`config.mk`:
```
export PLATFORM = sky130hd
export DESIGN_NAME = flow_limited_valve_sequencer_unit
export DESIGN_NICKNAME = d
export VERILOG_FILES = /design/src/rtl/flvs_pkg.sv /design/src/rtl/flvs_ctrl.sv /design/src/rtl/flow_limited_valve_sequencer_unit.sv
export SDC_FILE = /design/constraint.sdc
export NUM_CORES = 1
export LEC_CHECK = 0
export ABC_AREA = 1
export BUFFER_PORTS_ARGS = -buffer_cell sky130_fd_sc_hd__buf_2
export CAP_MARGIN = 10
export CORE_ASPECT_RATIO = 1.25
export CORE_MARGIN = 10
export CORE_UTILIZATION = 40
export CTS_CLUSTER_DIAMETER = 200
export DETAILED_ROUTE_END_ITERATION = 10
export HOLD_SLACK_MARGIN = 0.12
export PLACE_DENSITY = 0.59
export SLEW_MARGIN = 20
export SYNTH_ARGS = -nofsm -noshare
export SYNTH_HDL_FRONTEND = slang
export SYNTH_SLANG_ARGS = --single-unit
```
`constraint.sdc`:
```
create_clock -name clk -period 8.2 [get_ports clk]
set_input_delay 1.64 -clock clk [delete_from_list [all_inputs] [get_ports clk]]
set_output_delay 1.64 -clock clk [all_outputs]
set_load 0.05 [all_outputs]
```
`src/rtl/flvs_pkg.sv`:
```
`timescale 1ns / 1ps
// ----------------------------------------------------------------------------
// Flow limited valve sequencer package
// Shared codes, widths and beat types for the valve sequencer.
// ----------------------------------------------------------------------------
package flvs_pkg;

    localparam int CMD_W       = 3;
    localparam int ACTION_W    = 3;
    localparam int OUTLET_W    = 6;
    localparam int STOP_W      = 2;
    localparam int PPM_W       = 8;
    localparam int ML_W        = 16;
    localparam int SEC_W       = 16;
    localparam int ELAPSED_W   = 26;
    localparam int TIME_LIM_W  = 26;
    localparam int PULSE_LIM_W = 24;
    localparam int COUNT_W     = 32;
    localparam int MS_PER_S    = 1000;

    localparam logic [PPM_W-1:0] PPM_RESET = 8'd7;

    typedef enum logic [CMD_W-1:0] {
        CMD_TICK      = 3'd0,
        CMD_PULSE     = 3'd1,
        CMD_REFILL    = 3'd2,
        CMD_DRAIN     = 3'd3,
        CMD_WATER     = 3'd4,
        CMD_CLEAN     = 3'd5,
        CMD_RESET_CNT = 3'd6
    } cmd_t;

    typedef enum logic [ACTION_W-1:0] {
        ACT_IDLE   = 3'd0,
        ACT_REFILL = 3'd1,
        ACT_DRAIN  = 3'd2,
        ACT_WATER  = 3'd3,
        ACT_CLEAN  = 3'd4
    } action_t;

    typedef enum logic [STOP_W-1:0] {
        STOP_NONE   = 2'd0,
        STOP_LEVEL  = 2'd1,
        STOP_TIME   = 2'd2,
        STOP_VOLUME = 2'd3
    } stop_t;

    // Outlet bit order: pump, inlet primary, inlet secondary, flush, drain, water.
    localparam logic [OUTLET_W-1:0] BIT_PUMP      = 6'h01;
    localparam logic [OUTLET_W-1:0] BIT_IN_PRI    = 6'h02;
    localparam logic [OUTLET_W-1:0] BIT_IN_SEC    = 6'h04;
    localparam logic [OUTLET_W-1:0] BIT_OUT_FLUSH = 6'h08;
    localparam logic [OUTLET_W-1:0] BIT_OUT_DRAIN = 6'h10;
    localparam logic [OUTLET_W-1:0] BIT_OUT_WATER = 6'h20;

    localparam logic [OUTLET_W-1:0] VALVES_REFILL = BIT_PUMP | BIT_IN_SEC | BIT_OUT_FLUSH;
    localparam logic [OUTLET_W-1:0] VALVES_DRAIN  = BIT_PUMP | BIT_IN_PRI | BIT_OUT_DRAIN;
    localparam logic [OUTLET_W-1:0] VALVES_WATER  = BIT_PUMP | BIT_IN_PRI | BIT_OUT_WATER;
    localparam logic [OUTLET_W-1:0] VALVES_CLEAN  = BIT_PUMP | BIT_IN_SEC | BIT_OUT_DRAIN;

    typedef struct packed {
        cmd_t                   cmd;
        logic                   level;
        logic [TIME_LIM_W-1:0]  time_limit;
        logic [PULSE_LIM_W-1:0] pulse_limit;
    } event_t;

    typedef struct packed {
        logic signed [COUNT_W-1:0] flow_count;
        stop_t                     stop;
        logic [OUTLET_W-1:0]       outlets;
        action_t                   action;
    } result_t;

endpackage

```
`src/rtl/flvs_ctrl.sv`:
```
`timescale 1ns / 1ps
// ----------------------------------------------------------------------------
// Valve sequencer control state
// Holds the action state and counters and applies one event per cycle while step is high.
// ----------------------------------------------------------------------------
module flvs_ctrl (
    input  logic             clk,
    input  logic             rst_n,
    input  logic             step,
    input  flvs_pkg::event_t evt,
    output flvs_pkg::result_t res
);
    import flvs_pkg::*;

    action_t                   action_reg, action_next;
    logic [OUTLET_W-1:0]       outlet_reg, outlet_next;
    logic [ELAPSED_W-1:0]      elapsed_reg, elapsed_next;
    logic [TIME_LIM_W-1:0]     tlim_reg, tlim_next;
    logic [PULSE_LIM_W-1:0]    plim_reg, plim_next;
    logic [COUNT_W-1:0]        pstart_reg, pstart_next;
    logic [COUNT_W-1:0]        pcount_reg, pcount_next;

    action_t                   act_s;
    logic [OUTLET_W-1:0]       out_s;
    logic [ELAPSED_W-1:0]      el_s;
    logic [TIME_LIM_W-1:0]     tl_s;
    logic [PULSE_LIM_W-1:0]    pl_s;
    logic [COUNT_W-1:0]        ps_s;
    logic [COUNT_W-1:0]        delta;
    logic [COUNT_W-1:0]        mag;
    logic                      start;
    action_t                   start_act;
    logic [OUTLET_W-1:0]       start_bits;
    stop_t                     reason;

    always_comb
    begin
        start      = 1'b1;
        start_act  = ACT_IDLE;
        start_bits = '0;
        case (evt.cmd)
            CMD_REFILL:
            begin
                start_act  = ACT_REFILL;
                start_bits = VALVES_REFILL;
            end
            CMD_DRAIN:
            begin
                start_act  = ACT_DRAIN;
                start_bits = VALVES_DRAIN;
            end
            CMD_WATER:
            begin
                start_act  = ACT_WATER;
                start_bits = VALVES_WATER;
            end
            CMD_CLEAN:
            begin
                start_act  = ACT_CLEAN;
                start_bits = VALVES_CLEAN;
            end
            default:
            begin
                start = 1'b0;
            end
        endcase
    end

    always_comb
    begin
        act_s       = action_reg;
        out_s       = outlet_reg;
        el_s        = elapsed_reg;
        tl_s        = tlim_reg;
        pl_s        = plim_reg;
        ps_s        = pstart_reg;
        pcount_next = pcount_reg;

        case (evt.cmd)
            CMD_TICK:
            begin
                if (action_reg != ACT_IDLE && elapsed_reg != {ELAPSED_W{1'b1}})
                begin
                    el_s = elapsed_reg + ELAPSED_W'(1);
                end
            end
            CMD_PULSE:
            begin
                if (action_reg == ACT_REFILL)
                begin
                    pcount_next = pcount_reg + COUNT_W'(1);
                end
                else
                begin
                    pcount_next = pcount_reg - COUNT_W'(1);
                end
            end
            CMD_RESET_CNT:
            begin
                pcount_next = '0;
            end
            default:
            begin
            end
        endcase

        if (start)
        begin
            act_s = start_act;
            out_s = outlet_reg | start_bits;
            el_s  = '0;
            tl_s  = evt.time_limit;
            pl_s  = evt.pulse_limit;
            ps_s  = pcount_reg;
        end

        delta  = pcount_next - ps_s;
        mag    = delta[COUNT_W-1] ? (COUNT_W'(0) - delta) : delta;
        reason = STOP_NONE;
        if (act_s != ACT_IDLE)
        begin
            if ((act_s == ACT_REFILL || act_s == ACT_CLEAN) && evt.level)
            begin
                reason = STOP_LEVEL;
            end
            else if (el_s >= tl_s)
            begin
                reason = STOP_TIME;
            end
            else if (mag >= {{(COUNT_W-PULSE_LIM_W){1'b0}}, pl_s})
            begin
                reason = STOP_VOLUME;
            end
        end

        action_next  = act_s;
        outlet_next  = out_s;
        elapsed_next = el_s;
        tlim_next    = tl_s;
        plim_next    = pl_s;
        pstart_next  = ps_s;
        if (reason != STOP_NONE)
        begin
            action_next  = ACT_IDLE;
            outlet_next  = '0;
            elapsed_next = '0;
            tlim_next    = '0;
            plim_next    = '0;
            pstart_next  = '0;
        end

        res.action     = action_next;
        res.outlets    = outlet_next;
        res.stop       = reason;
        res.flow_count = pcount_next;
    end

    always_ff @(posedge clk or negedge rst_n)
    begin
        if (!rst_n)
        begin
            action_reg  <= ACT_IDLE;
            outlet_reg  <= '0;
            elapsed_reg <= '0;
            tlim_reg    <= '0;
            plim_reg    <= '0;
            pstart_reg  <= '0;
            pcount_reg  <= '0;
        end
        else if (step)
        begin
            action_reg  <= action_next;
            outlet_reg  <= outlet_next;
            elapsed_reg <= elapsed_next;
            tlim_reg    <= tlim_next;
            plim_reg    <= plim_next;
            pstart_reg  <= pstart_next;
            pcount_reg  <= pcount_next;
        end
    end

endmodule

```
`src/rtl/flow_limited_valve_sequencer_unit.sv`:
```
`timescale 1ns / 1ps
// ----------------------------------------------------------------------------
// Flow limited valve sequencer
// Sequences pump and valves for refill, drain, water and clean actions.
// ----------------------------------------------------------------------------
// Events enter on the s_axis channel: the command code in tuser, the level
// switch and the volume and time limits in tdata. Each event beat yields
// exactly one result beat on the m_axis channel carrying the action, the
// pump and valve drives, the stop reason and the signed flow counter.
// An accepted beat is registered together with its time and volume limit
// products, then applied to the sequencer state and captured in the result
// register once that register is empty or being taken. One event is accepted
// per cycle as long as the result register is empty or being taken in the
// same cycle. When the receiver stalls, one event waits in the input register
// and s_axis_tready drops until the result moves on. Reset clears both
// stages, idles the sequencer, zeroes the flow counter and sets pulses_per_ml
// to 7. The user must write pulses_per_ml through cfg_wr_en and cfg_wr_data
// only while no event is in flight; the block itself does not enforce this.
// ----------------------------------------------------------------------------
module flow_limited_valve_sequencer_unit (
    input  logic        clk,
    input  logic        rst_n,
    input  logic        cfg_wr_en,
    input  logic [7:0]  cfg_wr_data,    // pulses_per_ml
    input  logic        s_axis_tvalid,
    output logic        s_axis_tready,
    input  logic [39:0] s_axis_tdata,   // level_reached, max_ml, max_seconds
    input  logic [2:0]  s_axis_tuser,   // command
    output logic        m_axis_tvalid,
    input  logic        m_axis_tready,
    output logic [47:0] m_axis_tdata    // action, pump_on, valve_in_primary,
                                        // valve_in_secondary, valve_out_flush,
                                        // valve_out_drain, valve_out_water,
                                        // stop_reason, flow_count
);
    import flvs_pkg::*;

    logic [PPM_W-1:0] ppm_reg;
    logic             in_valid_reg;
    event_t           in_reg;
    event_t           in_next;
    logic             out_valid_reg;
    result_t          out_reg;
    result_t          res;
    logic             step;
    logic [ML_W-1:0]  max_ml;
    logic [SEC_W-1:0] max_seconds;

    assign max_ml      = s_axis_tdata[16:1];
    assign max_seconds = s_axis_tdata[32:17];

    assign step          = in_valid_reg && (!out_valid_reg || m_axis_tready);
    assign s_axis_tready = !in_valid_reg || step;

    always_comb
    begin
        in_next.cmd         = cmd_t'(s_axis_tuser);
        in_next.level       = s_axis_tdata[0];
        in_next.time_limit  = TIME_LIM_W'({{(TIME_LIM_W-SEC_W){1'b0}}, max_seconds}
                              * TIME_LIM_W'(MS_PER_S));
        in_next.pulse_limit = {{(PULSE_LIM_W-ML_W){1'b0}}, max_ml}
                              * {{(PULSE_LIM_W-PPM_W){1'b0}}, ppm_reg};
    end

    always_ff @(posedge clk or negedge rst_n)
    begin
        if (!rst_n)
        begin
            ppm_reg <= PPM_RESET;
        end
        else if (cfg_wr_en)
        begin
            ppm_reg <= cfg_wr_data;
        end
    end

    always_ff @(posedge clk or negedge rst_n)
    begin
        if (!rst_n)
        begin
            in_valid_reg  <= 1'b0;
            out_valid_reg <= 1'b0;
        end
        else
        begin
            if (s_axis_tready)
            begin
                in_valid_reg <= s_axis_tvalid;
            end
            if (step)
            begin
                out_valid_reg <= 1'b1;
            end
            else if (m_axis_tready)
            begin
                out_valid_reg <= 1'b0;
            end
        end
    end

    always_ff @(posedge clk)
    begin
        if (s_axis_tvalid && s_axis_tready)
        begin
            in_reg <= in_next;
        end
        if (step)
        begin
            out_reg <= res;
        end
    end

    flvs_ctrl u_ctrl (
        .clk   (clk),
        .rst_n (rst_n),
        .step  (step),
        .evt   (in_reg),
        .res   (res)
    );

    assign m_axis_tvalid = out_valid_reg;
    assign m_axis_tdata  = {5'b0, out_reg.flow_count, out_reg.stop,
                            out_reg.outlets, out_reg.action};

endmodule
```
* After elaboration in Yosys (flattened, before gate mapping) *
Index checks and enable logic that the tools add are counted.

word-level totals
  output and inout port bits = 50
  register bits after elaboration = 253
  word-level logic and storage cells = 79

cells by class
  $mul = 2
  equal/unequal tests = 10
  multiplexer cells = 26
  $add $sub $neg = 5
  $lt $le $gt $ge = 2
  bitwise operators = 1
  reduce and logical (&&, ||, !) cells = 15

operators with widths
  kind                     number
  $mux W26                 6
  $mux W32                 4
  $pmux W32 S2             1
  $mux W24                 2
  $add A32 B1 Y32 const B  1
  $ge A32 B24 Y1           1
  $sub A1 B32 Y32 const A  1
  $sub A32 B1 Y32 const B  1
  $sub A32 B32 Y32         1
  $add A26 B1 Y26 const B  1
  $ge A26 B26 Y1           1
  $ne A26 B26 Y1 const B   1
  $mul A16 B8 Y24          1
  $pmux W6 S4              1
  $mul A16 B7 Y23 const B  1
  $eq A3 B3 Y1 const B     4
  $mux W6                  2
  $pmux W3 S4              1
  $eq A3 B1 Y1 const B     3
  $mux W2                  4
  $eq A3 B2 Y1 const B     2
  $mux W3                  2
  $or A6 B6 Y6             1
  $reduce_bool A3 Y1       2
  other kinds (7)          16

* Longest topological paths before layout *
  depth in word-level cells = 14
  depth in mapped cells = 61

* By module *
Synthesis repeated with hierarchy kept, for this count alone.

second synthesis, totals
  cells, all modules = 3458
  area, all modules = 25522.0 um^2

by module, submodules not included
  module                             cells an instance  times used  sequential area each (um^2)  area each (um^2)
  flvs_ctrl                          2198               1           3728.6                       14527.7
  flow_limited_valve_sequencer_unit  1260               1           3076.7                       10994.3

* Worst setup path before layout *
No wires, ideal clock.

  kind = register to register
  start = register u_ctrl.action_reg[1]
  end = register out_reg, in the netlist m_axis_tdata[3], data pin
  arrival = 7.198 ns
  path buffers = 3
  period minus slack after synthesis = 7.339 ns
  stages on the path, launching flop included = 59
  path slack = 0.861 ns
  path through = dfrtp_1 -> nor2_1 -> nand2_1 -> ha_1 -> nand3_1 -> nand2_1 -> nand2_1 -> nand2_1 -> a21oi_1 -> o21ai_0 -> inv_1 -> nor2_1 -> nor2_1 -> o21ai_0 -> a21oi_1 -> o21ai_0 -> nand2_1 -> nand2_1 -> [23 not listed] -> o21ai_0 -> nand4_1 -> nand2_1 -> nand2_1 -> a21oi_1 -> nor2_1 -> nand2_1 -> inv_2 -> nand2_1 -> nor2_2 -> nand2_1 -> nand2_1 -> nand2_1 -> nand2_2 -> nand2_2 -> buf_6 -> buf_6 -> a21oi_2

RTL lines
  what                    line                                      text
  from (decl)             flvs_ctrl.sv:15                           action_t action_reg, action_next;
  from (signal assigned)  flvs_ctrl.sv:172                          action_reg <= action_next;
  to (signal assigned)    flow_limited_valve_sequencer_unit.sv:109  out_reg <= res;
  to (decl)               flow_limited_valve_sequencer_unit.sv:43   result_t out_reg;

==> reports/qor.csv <==
metric,value,unit
status,"finished, final reports clean",
path_delay_family,simple AND/OR/NAND/NOR gates,
antenna_found_initial,0,
numCtsBuffers,31,
worst-slew-pin-transition,1080,ps
grt_use_total,16.1,%
drive_gt1_share,13.4,%
grt_max_degree,99,
post-route-drc-count,0,
hold_violations,0,
synthTopCellsByArea,"dfrtp_1 (16%), nand2_1 (13%), edfxtp_1 (12%)",
fp.dieW,239,um
largest_reg_flops,51,
intPower,5.44,mW
finalSetupTns,0,ps
cts_setup_buffers,0,
start_util,40.3,%
slew_viol_final,0,
grt_pass1_vias,19100,
ys_types,54,
hpwl,43200,um
wire_per_inst,14.2,um
syn-cell-area,23900,sq um
place_congestion,0.918,
maxCapViolations,0,
clk_pin_slew,60,ps
synth_top_cell_by_area,dfrtp_1,
ir_worst_vdd,0.242,mV
clk_latency,590,ps
hold_class,reg2reg,
ys_ff_latch,253,
comb_power_share,70.1,%
async_flop_share,62.8,%
p_leak,13.4,nW
drt_wl_total,55500,um
dr.pass1.iters,5,
syn_avg_cell_area,7.81,sq um
htreeDepth,1,
ys.flop_type,dfrtp_1,
p_sw,5.62,mW
seq_power_share,17.7,%
cts_tree,yes,
drt_iter0_drc,949,
hold_buffers,0,
syn_inst,3057,
final_nets,3525,
pwr-share-clk,12.2,%
clock.fmax,135,MHz
crit_top_cell,nand2_1,
routed_via_density,4.85,
crit_cells,51,
cellPowerDensity,421,nW/um^2
vias,19000,
period_needed,7410,ps
cts_sinks,253,
hold_depth,2,
post-route-period-util,90.4,%
synth_edf_count,94,
yosysTopAreaCellShare,16.3,%
r2r_cells,51,
grt-ovfl-total,0,
worstSetupStartpointType,flop,
cp-end-kind,flop,
crit_arrival,7920,ps
clock_skew,11.8,ps
cp_max_fo,34,
syn2layout_area_growth,10.0,%
swShare,50.8,%
ys_seq_area_share,28.5,%
core,59300,sq um
ant_nets,0,
grt_pass1_wl,94500,um
final.fill_count,6090,
slew_headroom,28.2,%
n_antenna_cell,0,
critPathSlowestCell,ha_1,
cp_slowest_stage_delay,460,ps
die-area,69900,sq um
io_buffers,93,
die_h,293,um
cts_buffer_depth,3,
cts-root-buf,clkbuf_16,
path_buf_inv,8,
setup_viol,0,
final_cell_mix,"nand2_1 (852), inv_1 (460), ha_1 (209)",
io_pins,106,
worst-endpoint-required,8700,ps
fin_util,44.3,%
yosysWarnings,0,
fp-row-count,100,
crit_type,reg2reg,
final_common_cell,nand2_1,
## cell type report
class                      count  area [sq um]  area share, %
clock buffer                  42           837           3.19
clock inverter                15           164          0.624
inverter                     479          1800           6.86
multi-input combinational   2222         14900           56.6
sequential                   253          6810           25.9
tap                          765           957           3.64
timing repair buffer         132           843           3.21
## worst register-to-register path: cells and delay by family (launching register included)
kind / cells / cell delay, ps
AND/OR/NAND/NOR: 28 / 2730
XOR/XNOR: 1 / 250
flip-flops: 1 / 410
AO/OA/AOI/OAI: 11 / 1730
buffers and inverters: 8 / 1040
adder cells (fa/ha/maj): 3 / 1170
## through the flow
stage	setup slack [ps]	hold WS [ps]	cell area, sq um	std cells	total power, mW
2_1_floorplan	861	449	23900	3061	7.82
4_1_cts	204	476	26200	3908	11.1
5_1_grt	-7.36	494	26300	3908	12.4
6_report	787	473	26300	3908	11.1
3_3_place_gp	263	458	25200	3851	9.62
3_5_place_dp	241	462	25200	3851	9.70
## synthesized netlist by cell type, types with 58 or more instances
| cell type | instances |
|---|---|
| o21ai_2 | 73 |
| dfrtp_1 | 156 |
| a21oi_1 | 129 |
| edfxtp_1 | 94 |
| nor2_1 | 156 |
| clkbuf_1 | 80 |
| xor2_1 | 58 |
| nand2_1 | 855 |
| o21ai_0 | 174 |
| fa_1 | 140 |
| nand3_1 | 100 |
| ha_1 | 210 |
| or2_2 | 79 |
| inv_1 | 462 |
## power groups by stage
| stage | logic [mW] | registers (mW) | clock network (mW) |
|---|---|---|---|
| after global routing | 8.95 | 1.99 | 1.44 |
| after global placement | 7.64 | 1.97 | 0 |
| after detailed placement | 7.72 | 1.98 | 0 |
| after floorplan | 5.72 | 2.10 | 0 |
| after CTS | 7.78 | 1.96 | 1.40 |
| final | 7.75 | 1.95 | 1.35 |
## routing by layer
layer  vias to the layer above  global-route usage (%)  wire, um
li1                       9889                       -         -
met1                      8783                    20.0     25000
met2                       232                    29.1     27700
met3                        63                    1.69      1600
met4                         0                    4.07      1230
met5                         -                       0         0
## kinds of logic (layout without fill, tap and decap cells)
group / count (synthesis) / in the layout / share of synthesized area (%)
AOI/OAI and AO/OA: 431 / 431 / 10.7
xor gates and xnor gates: 74 / 74 / 2.71
adders and majority gates: 350 / 350 / 22.7
buffers and inverters: 586 / 668 / 9.62
DFF: 253 / 253 / 28.5
muxes: 57 / 57 / 2.43
other: 1 / 5 / 0.0157
and+or+nand+nor: 1305 / 1305 / 23.2
## path summary, 6_finish.rpt
| kind | startpoint | end | slack, ps |
|---|---|---|---|
| worst max register to register | u_ctrl.action_reg[1] | u_ctrl.elapsed_reg[20] | 790 |
| worst min register to register | u_ctrl.pstart_reg[15] | u_ctrl.pstart_reg[15] | 470 |
| min in group asynchronous | rst_n | u_ctrl.outlet_reg[2] | 1110 |
| worst max-delay path | u_ctrl.action_reg[1] | u_ctrl.elapsed_reg[20] | 790 |
| worst min-delay path | u_ctrl.pstart_reg[15] | u_ctrl.pstart_reg[15] | 470 |
| max in group asynchronous | rst_n | u_ctrl.pstart_reg[3] | 5660 |
## timing repair
action	4_1_cts	5_1_grt
setup endpoints to repair	0	128
gates resized for setup	0	23
hold endpoints to repair	0	0
No activity file was read; power rests on OpenSTA's default activity.
